[src/rtl/qwt_pkg.sv]
// shared types, constants and helpers for the quoted word tokenizer
package qwt_pkg;

  // default sizing of the top level
  localparam int unsigned LineMaxDef      = 1024;
  localparam int unsigned MaxWordsDef     = 32;
  localparam int unsigned MaxWordBytesDef = 256;

  // result queue depth, room is needed for three results per item
  localparam int unsigned QDepth = 4;
  localparam int unsigned QPtrW  = $clog2(QDepth);
  localparam int unsigned QCntW  = $clog2(QDepth + 1);

  // register reset values
  localparam logic [8:0] WordBufBytesRst = 9'd64;
  localparam logic [5:0] WordLimitRst    = 6'd16;

  // register indexes on the configuration port
  localparam logic RegWordBufBytes = 1'b0;
  localparam logic RegWordLimit    = 1'b1;

  // special characters
  localparam logic [7:0] ChSQuote = 8'h27;
  localparam logic [7:0] ChDQuote = 8'h22;
  localparam logic [7:0] ChBSlash = 8'h5C;

  typedef enum logic [1:0] {
    KIND_BYTE  = 2'd0,
    KIND_CLOSE = 2'd1,
    KIND_LINE  = 2'd2
  } qwt_kind_e;

  typedef enum logic [1:0] {
    QM_NONE   = 2'd0,
    QM_SINGLE = 2'd1,
    QM_DOUBLE = 2'd2
  } qwt_quote_e;

  typedef struct packed {
    logic       has_byte;
    logic [7:0] in_byte;
    logic       line_end;
  } qwt_in_t;

  typedef struct packed {
    qwt_kind_e  kind;
    logic [4:0] word_index;
    logic [7:0] char_offset;
    logic [9:0] start_pos;
    logic [7:0] out_byte;
    logic       ok;
    logic       blank_tail;
    logic [5:0] word_count;
    logic       last;
  } qwt_out_t;

  // results of one item headed for the queue
  typedef struct packed {
    logic [1:0]         n;
    qwt_out_t [2:0]     res;
  } qwt_push_t;

  // live register values
  typedef struct packed {
    logic [8:0] word_buf_bytes;
    logic [5:0] word_limit;
  } qwt_cfg_t;

  // C-locale whitespace: space, tab, LF, VT, FF, CR
  function automatic logic is_ws(logic [7:0] c);
    return (c == 8'd32) || ((c >= 8'd9) && (c <= 8'd13));
  endfunction

endpackage

[src/rtl/qwt_regs.sv]
// configuration registers behind the apb port
module qwt_regs (
  input  logic              clk_i,
  input  logic              rst_ni,
  input  logic              psel,
  input  logic              penable,
  input  logic              pwrite,
  input  logic [2:0]        paddr,
  input  logic [31:0]       pwdata,
  output logic [31:0]       prdata,
  output logic              pready,
  output qwt_pkg::qwt_cfg_t cfg_o
);
  import qwt_pkg::*;

  logic [8:0] wbb_q;
  logic [5:0] wlim_q;
  logic       wr_en;

  assign pready = 1'b1;
  assign wr_en  = psel && penable && pwrite;

  // register write in the access phase
  always_ff @(posedge clk_i or negedge rst_ni) begin
    if (!rst_ni) begin
      wbb_q  <= WordBufBytesRst;
      wlim_q <= WordLimitRst;
    end else if (wr_en) begin
      if (paddr[2] == RegWordBufBytes) begin
        wbb_q <= pwdata[8:0];
      end else begin
        wlim_q <= pwdata[5:0];
      end
    end
  end

  // read mux
  always_comb begin
    if (paddr[2] == RegWordBufBytes) begin
      prdata = {23'd0, wbb_q};
    end else begin
      prdata = {26'd0, wlim_q};
    end
  end

  assign cfg_o.word_buf_bytes = wbb_q;
  assign cfg_o.word_limit     = wlim_q;

endmodule

[src/rtl/qwt_core.sv]
// input register, per-line state and the one-pass tokenizing step
module qwt_core #(
  parameter int unsigned LINE_MAX       = qwt_pkg::LineMaxDef,
  parameter int unsigned MAX_WORDS      = qwt_pkg::MaxWordsDef,
  parameter int unsigned MAX_WORD_BYTES = qwt_pkg::MaxWordBytesDef
) (
  input  logic               clk_i,
  input  logic               rst_ni,
  input  qwt_pkg::qwt_cfg_t  cfg_i,
  input  logic               in_valid_i,
  output logic               in_ready_o,
  input  qwt_pkg::qwt_in_t   in_data_i,
  input  logic               room_i,
  output qwt_pkg::qwt_push_t push_o
);
  import qwt_pkg::*;

  localparam int unsigned LPW = $clog2(LINE_MAX + 1);
  localparam logic [LPW-1:0] LineMaxC = LPW'(LINE_MAX);
  localparam logic [8:0] SizeCap  = (MAX_WORD_BYTES > 511) ? 9'd511 : 9'(MAX_WORD_BYTES);
  localparam logic [5:0] LimitCap = (MAX_WORDS > 63) ? 6'd63 : 6'(MAX_WORDS);

  // input register
  logic    vld_q;
  qwt_in_t in_q;
  logic    take;
  logic    process;

  // per-line state
  logic [LPW-1:0] line_pos_q, line_pos_d;
  logic           in_word_q, in_word_d;
  qwt_quote_e     quote_q, quote_d;
  logic           esc_q, esc_d;
  logic [5:0]     words_q, words_d;
  logic [8:0]     wlen_q, wlen_d;
  logic [LPW-1:0] wstart_q, wstart_d;
  logic           failed_q, failed_d;
  logic           eos_q, eos_d;

  logic [8:0] eff_size;
  logic [5:0] eff_limit;
  logic [1:0] n;
  qwt_out_t [2:0] res;

  assign eff_size   = (cfg_i.word_buf_bytes > SizeCap) ? SizeCap : cfg_i.word_buf_bytes;
  assign eff_limit  = (cfg_i.word_limit > LimitCap) ? LimitCap : cfg_i.word_limit;
  assign process    = vld_q && room_i;
  assign in_ready_o = !vld_q || room_i;
  assign take       = in_valid_i && in_ready_o;

  always_ff @(posedge clk_i or negedge rst_ni) begin
    if (!rst_ni) begin
      vld_q <= 1'b0;
    end else if (take) begin
      vld_q <= 1'b1;
    end else if (process) begin
      vld_q <= 1'b0;
    end
  end

  always_ff @(posedge clk_i) begin
    if (take) begin
      in_q <= in_data_i;
    end
  end

  // one item: optional byte, then optional line end
  always_comb begin : step
    logic [LPW+9:0] st_ext;
    logic           skip;
    logic           do_emit;
    logic           do_close;
    logic [7:0]     ch;
    logic           ws;

    line_pos_d = line_pos_q;
    in_word_d  = in_word_q;
    quote_d    = quote_q;
    esc_d      = esc_q;
    words_d    = words_q;
    wlen_d     = wlen_q;
    wstart_d   = wstart_q;
    failed_d   = failed_q;
    eos_d      = eos_q;
    n          = 2'd0;
    res        = '0;
    skip       = 1'b0;
    do_emit    = 1'b0;
    do_close   = 1'b0;
    ch         = in_q.in_byte;
    ws         = is_ws(ch);
    st_ext     = '0;

    if ((eff_size == 9'd0) || (eff_limit == 6'd0)) begin
      failed_d = 1'b1;
    end

    // byte handling
    if (in_q.has_byte && !failed_d) begin
      if (line_pos_d >= LineMaxC) begin
        failed_d = 1'b1;
      end else begin
        if (!in_word_d) begin
          if (ws) begin
            eos_d = 1'b1;
            skip  = 1'b1;
          end else if (words_d >= eff_limit) begin
            failed_d = 1'b1;
            skip     = 1'b1;
          end else begin
            in_word_d = 1'b1;
            wstart_d  = line_pos_d;
            wlen_d    = 9'd0;
            quote_d   = QM_NONE;
            esc_d     = 1'b0;
          end
        end
        line_pos_d = line_pos_d + LPW'(1);
        if (!skip) begin
          if (esc_d) begin
            esc_d   = 1'b0;
            eos_d   = 1'b0;
            do_emit = 1'b1;
          end else if ((quote_d == QM_NONE) && ws) begin
            eos_d    = 1'b1;
            do_close = 1'b1;
          end else begin
            eos_d = 1'b0;
            if ((ch == ChSQuote) && ((quote_d == QM_NONE) || (quote_d == QM_SINGLE))) begin
              quote_d = (quote_d == QM_NONE) ? QM_SINGLE : QM_NONE;
            end else if ((ch == ChDQuote) &&
                         ((quote_d == QM_NONE) || (quote_d == QM_DOUBLE))) begin
              quote_d = (quote_d == QM_NONE) ? QM_DOUBLE : QM_NONE;
            end else if ((ch == ChBSlash) && (quote_d != QM_SINGLE)) begin
              esc_d = 1'b1;
            end else begin
              do_emit = 1'b1;
            end
          end
        end
      end
    end

    st_ext = {10'd0, wstart_d};

    // word byte from the byte itself
    if (do_emit) begin
      if (({1'b0, wlen_d} + 10'd1) >= {1'b0, eff_size}) begin
        failed_d = 1'b1;
      end else begin
        res[n] = '{kind: KIND_BYTE, word_index: words_d[4:0], char_offset: wlen_d[7:0],
                   start_pos: st_ext[9:0], out_byte: ch, ok: 1'b0, blank_tail: 1'b0,
                   word_count: 6'd0, last: 1'b0};
        n      = n + 2'd1;
        wlen_d = wlen_d + 9'd1;
      end
    end

    // word closed by unquoted whitespace
    if (do_close) begin
      res[n] = '{kind: KIND_CLOSE, word_index: words_d[4:0], char_offset: wlen_d[7:0],
                 start_pos: st_ext[9:0], out_byte: 8'd0, ok: 1'b0, blank_tail: 1'b0,
                 word_count: 6'd0, last: 1'b0};
      n         = n + 2'd1;
      words_d   = words_d + 6'd1;
      in_word_d = 1'b0;
      quote_d   = QM_NONE;
      esc_d     = 1'b0;
      wlen_d    = 9'd0;
    end

    // line end: flush a dangling backslash, close the open word, report
    if (in_q.line_end) begin
      if (!failed_d && in_word_d) begin
        if (esc_d) begin
          esc_d = 1'b0;
          if (({1'b0, wlen_d} + 10'd1) >= {1'b0, eff_size}) begin
            failed_d = 1'b1;
          end else begin
            res[n] = '{kind: KIND_BYTE, word_index: words_d[4:0], char_offset: wlen_d[7:0],
                       start_pos: st_ext[9:0], out_byte: ChBSlash, ok: 1'b0,
                       blank_tail: 1'b0, word_count: 6'd0, last: 1'b0};
            n      = n + 2'd1;
            wlen_d = wlen_d + 9'd1;
          end
        end
        if (!failed_d) begin
          res[n] = '{kind: KIND_CLOSE, word_index: words_d[4:0], char_offset: wlen_d[7:0],
                     start_pos: st_ext[9:0], out_byte: 8'd0, ok: 1'b0,
                     blank_tail: 1'b0, word_count: 6'd0, last: 1'b0};
          n       = n + 2'd1;
          words_d = words_d + 6'd1;
        end
      end
      res[n] = '{kind: KIND_LINE, word_index: 5'd0, char_offset: 8'd0, start_pos: 10'd0,
                 out_byte: 8'd0, ok: !failed_d, blank_tail: !failed_d && eos_d,
                 word_count: words_d, last: 1'b0};
      n          = n + 2'd1;
      line_pos_d = '0;
      in_word_d  = 1'b0;
      quote_d    = QM_NONE;
      esc_d      = 1'b0;
      words_d    = 6'd0;
      wlen_d     = 9'd0;
      wstart_d   = '0;
      failed_d   = 1'b0;
      eos_d      = 1'b0;
    end

    if (n != 2'd0) begin
      res[n - 2'd1].last = 1'b1;
    end
  end

  // state register, advanced once per processed item
  always_ff @(posedge clk_i or negedge rst_ni) begin
    if (!rst_ni) begin
      line_pos_q <= '0;
      in_word_q  <= 1'b0;
      quote_q    <= QM_NONE;
      esc_q      <= 1'b0;
      words_q    <= 6'd0;
      wlen_q     <= 9'd0;
      wstart_q   <= '0;
      failed_q   <= 1'b0;
      eos_q      <= 1'b0;
    end else if (process) begin
      line_pos_q <= line_pos_d;
      in_word_q  <= in_word_d;
      quote_q    <= quote_d;
      esc_q      <= esc_d;
      words_q    <= words_d;
      wlen_q     <= wlen_d;
      wstart_q   <= wstart_d;
      failed_q   <= failed_d;
      eos_q      <= eos_d;
    end
  end

  assign push_o.n   = process ? n : 2'd0;
  assign push_o.res = res;

  // last result of an item carries the last flag
  a_last_flag: assert property (@(posedge clk_i) disable iff (!rst_ni)
    (process && (n != 2'd0)) |-> res[n - 2'd1].last)
    else $error("last flag missing on final result");

  // a line end always produces the line-finished result
  a_line_result: assert property (@(posedge clk_i) disable iff (!rst_ni)
    (process && in_q.line_end) |-> (n != 2'd0) && (res[n - 2'd1].kind == KIND_LINE))
    else $error("line end without line-finished result");

  // per-line state is clear after a line end
  a_line_clear: assert property (@(posedge clk_i) disable iff (!rst_ni)
    (process && in_q.line_end) |=> (line_pos_q == '0) && !in_word_q && !failed_q &&
                                   (words_q == 6'd0))
    else $error("line state not cleared");

endmodule

[src/rtl/qwt_queue.sv]
// small result queue that takes up to three results and sends one per cycle while out_ready_i is high
module qwt_queue (
  input  logic               clk_i,
  input  logic               rst_ni,
  input  qwt_pkg::qwt_push_t push_i,
  output logic               room_o,
  output logic               out_valid_o,
  input  logic               out_ready_i,
  output qwt_pkg::qwt_out_t  out_data_o
);
  import qwt_pkg::*;

  qwt_out_t mem_q [QDepth];
  logic [QPtrW-1:0] wr_ptr_q, rd_ptr_q;
  logic [QCntW-1:0] count_q, count_d;
  logic             pop;

  assign out_valid_o = (count_q != '0);
  assign out_data_o  = mem_q[rd_ptr_q];
  assign pop         = out_valid_o && out_ready_i;
  assign room_o      = (count_q <= QCntW'(QDepth - 3));
  assign count_d     = count_q + QCntW'(push_i.n) - QCntW'(pop);

  // pointers and fill count
  always_ff @(posedge clk_i or negedge rst_ni) begin
    if (!rst_ni) begin
      wr_ptr_q <= '0;
      rd_ptr_q <= '0;
      count_q  <= '0;
    end else begin
      wr_ptr_q <= wr_ptr_q + QPtrW'(push_i.n);
      rd_ptr_q <= rd_ptr_q + QPtrW'(pop);
      count_q  <= count_d;
    end
  end

  // entry writes
  always_ff @(posedge clk_i) begin
    for (int i = 0; i < 3; i++) begin
      if (2'(i) < push_i.n) begin
        mem_q[wr_ptr_q + QPtrW'(i)] <= push_i.res[i];
      end
    end
  end

  // fill count never passes the depth
  a_no_overflow: assert property (@(posedge clk_i) disable iff (!rst_ni)
    count_q <= QCntW'(QDepth))
    else $error("result queue overflow");

  // pushes only arrive when room was granted
  a_push_room: assert property (@(posedge clk_i) disable iff (!rst_ni)
    (push_i.n != 2'd0) |-> room_o)
    else $error("push without room");

  // a pop with no push shrinks the count by one
  a_pop_count: assert property (@(posedge clk_i) disable iff (!rst_ni)
    (pop && (push_i.n == 2'd0)) |=> (count_q == $past(count_q) - QCntW'(1)))
    else $error("queue count mismatch on pop");

endmodule

[src/rtl/quoted_word_tokenizer.sv]
// top level of the quoted word tokenizer
// Splits a command line, fed one byte per transaction, into shell-style words.
// Input channel: in_valid_i/in_ready_o with in_data_i (has_byte, in_byte,
// line_end). Output channel: out_valid_o/out_ready_i with out_data_o, one
// result per transaction: word byte, word closed or line finished, with last
// set on the final result of an input item. Registers word_buf_bytes (0x0)
// and word_limit (0x4) sit behind the apb port; the user is to write them
// only while idle, which the block itself does not enforce. An item is
// captured in the input register, processed into the result queue once the
// queue has room, and its first result is then offered from the queue.
// Throughput: one item per cycle while each item yields at most one result and
// the receiver is ready, as the queue drains one result per cycle; items with
// more results slow intake; input is taken when the queue fits three results.
// Reset clears the line state and the queue and loads the register defaults.
// When the receiver stalls, results wait in the queue and input is held off
// once the queue lacks room for a full item.
module quoted_word_tokenizer #(
  parameter int unsigned LINE_MAX       = qwt_pkg::LineMaxDef,
  parameter int unsigned MAX_WORDS      = qwt_pkg::MaxWordsDef,
  parameter int unsigned MAX_WORD_BYTES = qwt_pkg::MaxWordBytesDef
) (
  input  logic              clk_i,
  input  logic              rst_ni,
  input  logic              in_valid_i,
  output logic              in_ready_o,
  input  qwt_pkg::qwt_in_t  in_data_i,
  output logic              out_valid_o,
  input  logic              out_ready_i,
  output qwt_pkg::qwt_out_t out_data_o,
  input  logic              psel,
  input  logic              penable,
  input  logic              pwrite,
  input  logic [2:0]        paddr,
  input  logic [31:0]       pwdata,
  output logic [31:0]       prdata,
  output logic              pready
);
  import qwt_pkg::*;

  qwt_cfg_t  cfg;
  qwt_push_t push;
  logic      room;

  qwt_regs u_regs (
    .clk_i   (clk_i),
    .rst_ni  (rst_ni),
    .psel    (psel),
    .penable (penable),
    .pwrite  (pwrite),
    .paddr   (paddr),
    .pwdata  (pwdata),
    .prdata  (prdata),
    .pready  (pready),
    .cfg_o   (cfg)
  );

  qwt_core #(
    .LINE_MAX       (LINE_MAX),
    .MAX_WORDS      (MAX_WORDS),
    .MAX_WORD_BYTES (MAX_WORD_BYTES)
  ) u_core (
    .clk_i      (clk_i),
    .rst_ni     (rst_ni),
    .cfg_i      (cfg),
    .in_valid_i (in_valid_i),
    .in_ready_o (in_ready_o),
    .in_data_i  (in_data_i),
    .room_i     (room),
    .push_o     (push)
  );

  qwt_queue u_queue (
    .clk_i       (clk_i),
    .rst_ni      (rst_ni),
    .push_i      (push),
    .room_o      (room),
    .out_valid_o (out_valid_o),
    .out_ready_i (out_ready_i),
    .out_data_o  (out_data_o)
  );

endmodule
[config.mk]
export PLATFORM = sky130hd
export DESIGN_NAME = quoted_word_tokenizer
export DESIGN_NICKNAME = d
export VERILOG_FILES = /design/src/rtl/qwt_pkg.sv /design/src/rtl/qwt_regs.sv /design/src/rtl/qwt_core.sv /design/src/rtl/qwt_queue.sv /design/src/rtl/quoted_word_tokenizer.sv
export SDC_FILE = /design/constraint.sdc
export NUM_CORES = 1
export LEC_CHECK = 0
export ABC_AREA = 1
export BUFFER_PORTS_ARGS = -buffer_cell sky130_fd_sc_hd__buf_2
export CELL_PAD_IN_SITES_DETAIL_PLACEMENT = 0
export CELL_PAD_IN_SITES_GLOBAL_PLACEMENT = 2
export CORE_UTILIZATION = 38
export DETAILED_ROUTE_END_ITERATION = 12
export PLACE_DENSITY = 0.95
export RECOVER_POWER = 100
export SYNTH_ARGS = -nofsm -noshare
export SYNTH_HDL_FRONTEND = slang
export SYNTH_SLANG_ARGS = --single-unit
[constraint.sdc]
create_clock -name clk_i -period 27 [get_ports clk_i]
set_input_delay 1.35 -clock clk_i [delete_from_list [all_inputs] [get_ports clk_i]]
set_output_delay 1.35 -clock clk_i [all_outputs]
set_load 0.01 [all_outputs]
* After elaboration in Yosys (flattened, before gate mapping) *
Memories as Yosys holds them, arrays and structs flattened.
Cells that the tools add are included.

word-level totals
  flip-flop bits (word level) = 75
  latch bits = 0
  bits in writable memories = 168
  memory bits (read-only) = 0
  logic and storage cells = 262
  memories = 1

operators by class
  $add $sub $neg = 18
  multipliers = 0
  divide/modulo/power cells = 0
  magnitude comparators = 22
  equal/unequal tests = 9
  shift operators = 0
  mux-type cells = 154
  bitwise logic cells = 1
  reduce and logical (&&, ||, !) cells = 39

memory list
  name           depth  bits a word  read ports  clocked after memory_dff  write ports  line             source
  u_queue.mem_q  4      42           1           0                         3            qwt_queue.sv:13  qwt_out_t mem_q [QDepth];

operators by type and width
  cell                                                                    count
  126-bit 2-to-1 mux                                                      10
  126-bit bitwise mux                                                     5
  42-bit demux with 2-bit select                                          5
  42-bit 2-to-1 mux                                                       5
  9-bit 2-to-1 mux                                                        11
  1-bit 2-to-1 mux                                                        72
  10-bit 2-to-1 mux                                                       6
  2-bit 2-to-1 mux                                                        26
  40-bit 2-to-1 mux                                                       1
  6-bit 2-to-1 mux                                                        6
  11-bit 2-to-1 mux                                                       3
  8-bit 2-to-1 mux                                                        4
  8-bit by 6-bit == test with 1-bit output (second input constant)        3
  9-bit by 1-bit adder with 10-bit output (second input constant)         2
  10-bit by 9-bit >= comparator with 1-bit output                         2
  1-bit logical AND                                                       18
  2-bit by 3-bit < comparator with 1-bit output (second input constant)   5
  6-bit by 1-bit adder with 6-bit output (second input constant)          2
  11-bit by 1-bit adder with 11-bit output (second input constant)        1
  11-bit >= comparator (second input constant)                            1
  2-bit by 1-bit adder with 2-bit output (second input constant)          5
  2-bit by 1-bit >= comparator with 1-bit output (second input constant)  5
  9-bit by 1-bit adder with 9-bit output (second input constant)          1
  9-bit > comparator (second input constant)                              1
  29 further kinds                                                        43

* Logic depth before layout (Yosys ltp) *
  depth after elaboration = 39
  depth in mapped cells = 64
  depth with buffers taken out = 61

* Modules after synthesis *
A second synthesis with hierarchy kept.

unflattened totals
  cell total of the unflattened synthesis = 2707
  area, all modules = 18514.0 µm²

by module, submodules not included
  module     instances  cells each  area an instance (µm²)  seq. area each (µm²)
  qwt_queue  1          1533        11131.9                 5220.0
  qwt_core   1          1054        6452.4                  1376.3
  qwt_regs   1          120         929.6                   377.9

* Least setup slack after synthesis *
OpenSTA, ideal clock, no wires.

  path kind = reg2reg
  start point = register u_regs.wlim_q[4]
  end point = memory u_queue.mem_q[0][0] (netlist bit) (enable)
  library setup time = 400 ps
  arrival = 9394 ps
  slack = 17206 ps
  stages on the path, launching flop included = 58
  clock period less this slack = 9794 ps
  cell sequence = dfstp_2 -> nand2_1 -> ha_1 -> nand2_1 -> inv_2 -> a21oi_1 -> nand3_1 -> nor2_1 -> nand2_2 -> buf_6 -> inv_1 -> nor2_1 -> ha_1 -> nand3_1 -> o21ai_0 -> o21ai_0 -> inv_1 -> ha_1 -> [22 not listed] -> nand4_2 -> o21ai_0 -> inv_1 -> ha_1 -> nand2_1 -> o21ai_0 -> nor2_1 -> inv_1 -> ha_1 -> o21ai_0 -> inv_1 -> nor2_1 -> inv_1 -> nor2_1 -> clkbuf_1 -> a21oi_4 -> buf_2 -> nand2_1

RTL lines
  item                    line             source
  start, declared         qwt_regs.sv:17   logic [5:0] wlim_q;
  start signal, assigned  qwt_regs.sv:27   wlim_q <= WordLimitRst;
  start signal, assigned  qwt_regs.sv:32   wlim_q <= pwdata[5:0];
  end, declared           qwt_queue.sv:13

==> impl_metrics.env <==
export IMPL_yosys_area_share_simple_pct=33.26
export IMPL_synth_xor_xnor_area_share_pct=1.079
export IMPL_die_x_um=213.8
export IMPL_hold_class="reg2reg"
export IMPL_vdd_ir_drop_worst_uv=63.01
export IMPL_synth_adder_area_share_pct=3.494
export IMPL_synth_mux_area_share_pct=0
export IMPL_drv_slew=699
export IMPL_yosys_register_bits=243
export IMPL_leakagePower_uw=0.008300
export IMPL_hold_path_end="u_regs.wbb_q[6]"
export IMPL_via_per_inst=5.230
export IMPL_r2r_slack_ns=9.33
export IMPL_rsz0062_at_grt="no"
export IMPL_worst_pin_slew_ns=3.860
export IMPL_wirelength_um=53090
export IMPL_drive_gt1_share_pct=6.589
export IMPL_synth_edf_count=178
export IMPL_io_pins=129
export IMPL_dieArea_mm2=0.04571
export IMPL_cpPeakStageDelay_ns=2.23
export IMPL_period_share_pct=65.43
export IMPL_first_global_vias=14810
export IMPL_dr_pass1_iters=8
export IMPL_reg2regPathDepth=57
export IMPL_cts_inserted_buffers=28
export IMPL_initial_utilization_pct=38.55
export IMPL_clk_latency_ns=0.58
export IMPL_top_layer="met4"
export IMPL_rr_endpoint="u_queue.mem_q[0][20]"
export IMPL_layout_setup_ws_ns=9.335
export IMPL_postCtsSetupRepairBufs=0
export IMPL_path_max_fanout=53
export IMPL_gr_total_overflow=0
export IMPL_finalNetCount=2490
export IMPL_drv_cap=15
export IMPL_gp_congestion=0.9133
export IMPL_min_delay_path_depth=2
export IMPL_place_ws_ns=14.01
export IMPL_slowest_stage="clkbuf_1"
export IMPL_post_dp_cell_area_mm2=0.01774
export IMPL_dr_wl_met2_um=23960
export IMPL_netlist_area_mm2=0.01705
export IMPL_async_reset_ff_share_pct=26.75
export IMPL_core_rowCount=77
export IMPL_postCtsHoldBufs=0
export IMPL_finalHoldViolations=0
export IMPL_grt_pass1_wl_um=83460
export IMPL_wl_per_cell_um=17.67
export IMPL_outcome="finished, violations left"
export IMPL_ant_nets=0
export IMPL_crit_path_start_kind="flop"
export IMPL_post_route_cell_area_mm2=0.01846
export IMPL_end_kind="flop"
export IMPL_violations="max-capacitance violations, max-slew violations"
export IMPL_skew_ns=0.03064
export IMPL_clock_path_buffers=3
export IMPL_cts_root_buffer="clkbuf_16"
export IMPL_area_delta_synth_final_pct=8.286
export IMPL_grtUsageTotal_pct=23.65
export IMPL_n_antenna_cell=0
export IMPL_synthDistinctLibCells=50
export IMPL_p_per_area_mw_per_mm2=106.5
export IMPL_wl_met3_um=3752
export IMPL_cpMostUsedCell="inv_1"
export IMPL_first_iter_violations=1455
export IMPL_critical_path_class="reg2reg"
export IMPL_cp_required_ns=27.10
export IMPL_rr_startpoint="u_regs.wlim_q[5]"
export IMPL_synth_top_family_by_area="simple AND/OR/NAND/NOR gates"
export IMPL_wirelength_met1_um=24200
export IMPL_final_setup_viol_count=0
export IMPL_synthCells=2368
export IMPL_hpwl_um=35250
export IMPL_cts_tree="yes"
export IMPL_fin_crit_ns=17.67
export IMPL_maxSlewHeadroom_pct=-157.3
export IMPL_yosys_warnings=0
export IMPL_num_vias=15720
export IMPL_io_buffer_count=79
export IMPL_drc_errors=0
export IMPL_htreeDepth=1
export IMPL_clk_pin_slew_ns=0.06
export IMPL_grt_max_degree=116
export IMPL_arrival_ns=17.76
export IMPL_core_mm2=0.04422
export IMPL_cts_resized=0
export IMPL_fmax_mhz=56.61
export IMPL_synth_compound_area_share_pct=10.74
export IMPL_die_h_um=213.8
export IMPL_synth_seq_area_share_pct=40.91
export IMPL_antenna_found_initial=0
export IMPL_ys_dominant_reg_cell="edfxtp_1"
export IMPL_fin_tns_setup_ns=0
export IMPL_syn_area_per_cell_um2=7.199
export IMPL_min_delay_start="u_regs.wbb_q[6]"
export IMPL_cts_sinks=243
-- stage by stage --
stage          total power [uW]  util, %  std cells  hold slack, ns
3_5_place_dp               1592    40.12       2953          0.5000
6_report                   1966    41.75       3005          0.5021
4_1_cts                    1996    42.29       3005          0.5110
5_1_grt                    2109    41.75       3005          0.5258
3_3_place_gp               1572    40.12       2953          0.4904
2_1_floorplan              1292        -       2390          0.4731
-- state kept, by name (all words and copies together), names as in the netlist --
name / count
u_queue.wr_ptr_q: 2
u_core.in_q: 2
u_core.vld_q: 1
u_core.in_word_q: 1
u_queue.rd_ptr_q: 2
u_regs.wbb_q: 9
u_regs.wlim_q: 6
u_core.step.ch: 8
u_core.eos_q: 1
u_core.wstart_q: 10
u_core.quote_q: 2
u_core.line_pos_q: 11
u_queue.mem_q: 168
u_core.wlen_q: 9
u_core.words_q: 6
u_core.esc_q: 1
u_core.failed_q: 1
u_queue.count_q: 3
-- cell usage in the layout (no fill, tap or decap), drive strengths merged --
cell type  instances
o21a               2
and3               2
edfxtp           178
o21ai            189
nand2            748
dfstp              2
dfrtp             63
xor2              18
a21oi             70
nor2             281
ha                46
clkinvlp           4
o22ai             68
nand4             30
xnor2              3
or2                3
buf               36
bufinv             5
nand3            227
o31ai              1
nand3b             2
fa                 1
clkbuf           103
a31oi              3
o211ai             2
nor3b              4
nor3              13
and2               1
conb              24
inv              254
clkinv            27
a2111oi            1
nor4               2
-- kinds of logic (layout without fill, tap and decap cells) --
logic type                 count (synthesis)  after routing
buffers and inverters                    406            429
xor gates and xnor gates                  21             21
DFF                                      243            243
adders and majority gates                 47             47
other                                      2             24
and+or+nand+nor                         1313           1313
AOI/OAI and AO/OA                        336            336
-- worst max-delay path by stage --
stage / start / to / slack, ns / cells past startpoint
2_1_floorplan: u_regs.wlim_q[4] / u_queue.mem_q[0][0] / 17.21 / 57
3_3_place_gp: u_regs.wlim_q[5] / u_queue.mem_q[3][26] / 13.98 / 57
3_5_place_dp: u_regs.wlim_q[5] / u_queue.mem_q[3][23] / 14.01 / 57
4_1_cts: u_regs.wlim_q[5] / u_queue.mem_q[3][20] / 13.92 / 57
5_1_grt: u_regs.wlim_q[5] / u_queue.mem_q[0][20] / 7.81 / 58
6_report: u_regs.wlim_q[5] / u_queue.mem_q[0][20] / 9.33 / 57
-- synth_stat cells (all sizes together), types with 3 or more instances --
library cell | n | share of area [%]
ha | 46 | 3.4
a31oi | 3 | 0.11
nor3 | 13 | 0.38
or2 | 3 | 0.11
dfrtp | 63 | 9.2
nand4 | 30 | 1.3
xnor2 | 3 | 0.15
nor2 | 281 | 6.5
xor2 | 18 | 0.92
nand3 | 227 | 7.1
buf | 66 | 3.0
nor3b | 4 | 0.18
inv | 257 | 5.7
o22ai | 68 | 2.5
nand2 | 748 | 17
clkinv | 15 | 0.33
o21ai | 189 | 5.5
clkbuf | 68 | 1.5
edfxtp | 178 | 31
a21oi | 70 | 2.3
-- worst max-delay path, delay by kind of cell, from the launching register on --
family,cells,cell delay [ns]
AND/OR/NAND/NOR,26,5.89
adder cells (fa/ha/maj),7,1.76
flip-flops,1,0.42
AO/OA/AOI/OAI,10,2.86
buffers and inverters,13,5.86
XOR/XNOR,1,0.33
-- routing by layer --
| layer | vias to the layer above | global-route usage (%) |
|---|---|---|
| li1 | 7727 | - |
| met1 | 7377 | 32.94 |
| met2 | 543 | 38.33 |
| met3 | 70 | 3.090 |
| met4 | 0 | 6.798 |
| met5 | - | 0 |
-- power by group --
group | leakage [uW] | switching (uW) | internal, uW | total, uW
clock | 0.000457 | 160 | 239 | 399
sequential | 0.00250 | 31.3 | 524 | 555
combinational | 0.00534 | 760 | 251 | 1010
total | 0.00830 | 952 | 1010 | 1970
-- final cells by class --
class	instances	area [um2]
tap	592	740.7
timing repair buffer	105	469.2
clock inverter	18	237.7
inverter	272	1023
multi-input combinational	1741	8290
sequential	243	6975
fill	4573	25760
clock buffer	34	723.2
Power figures use the tool's default switching activity.
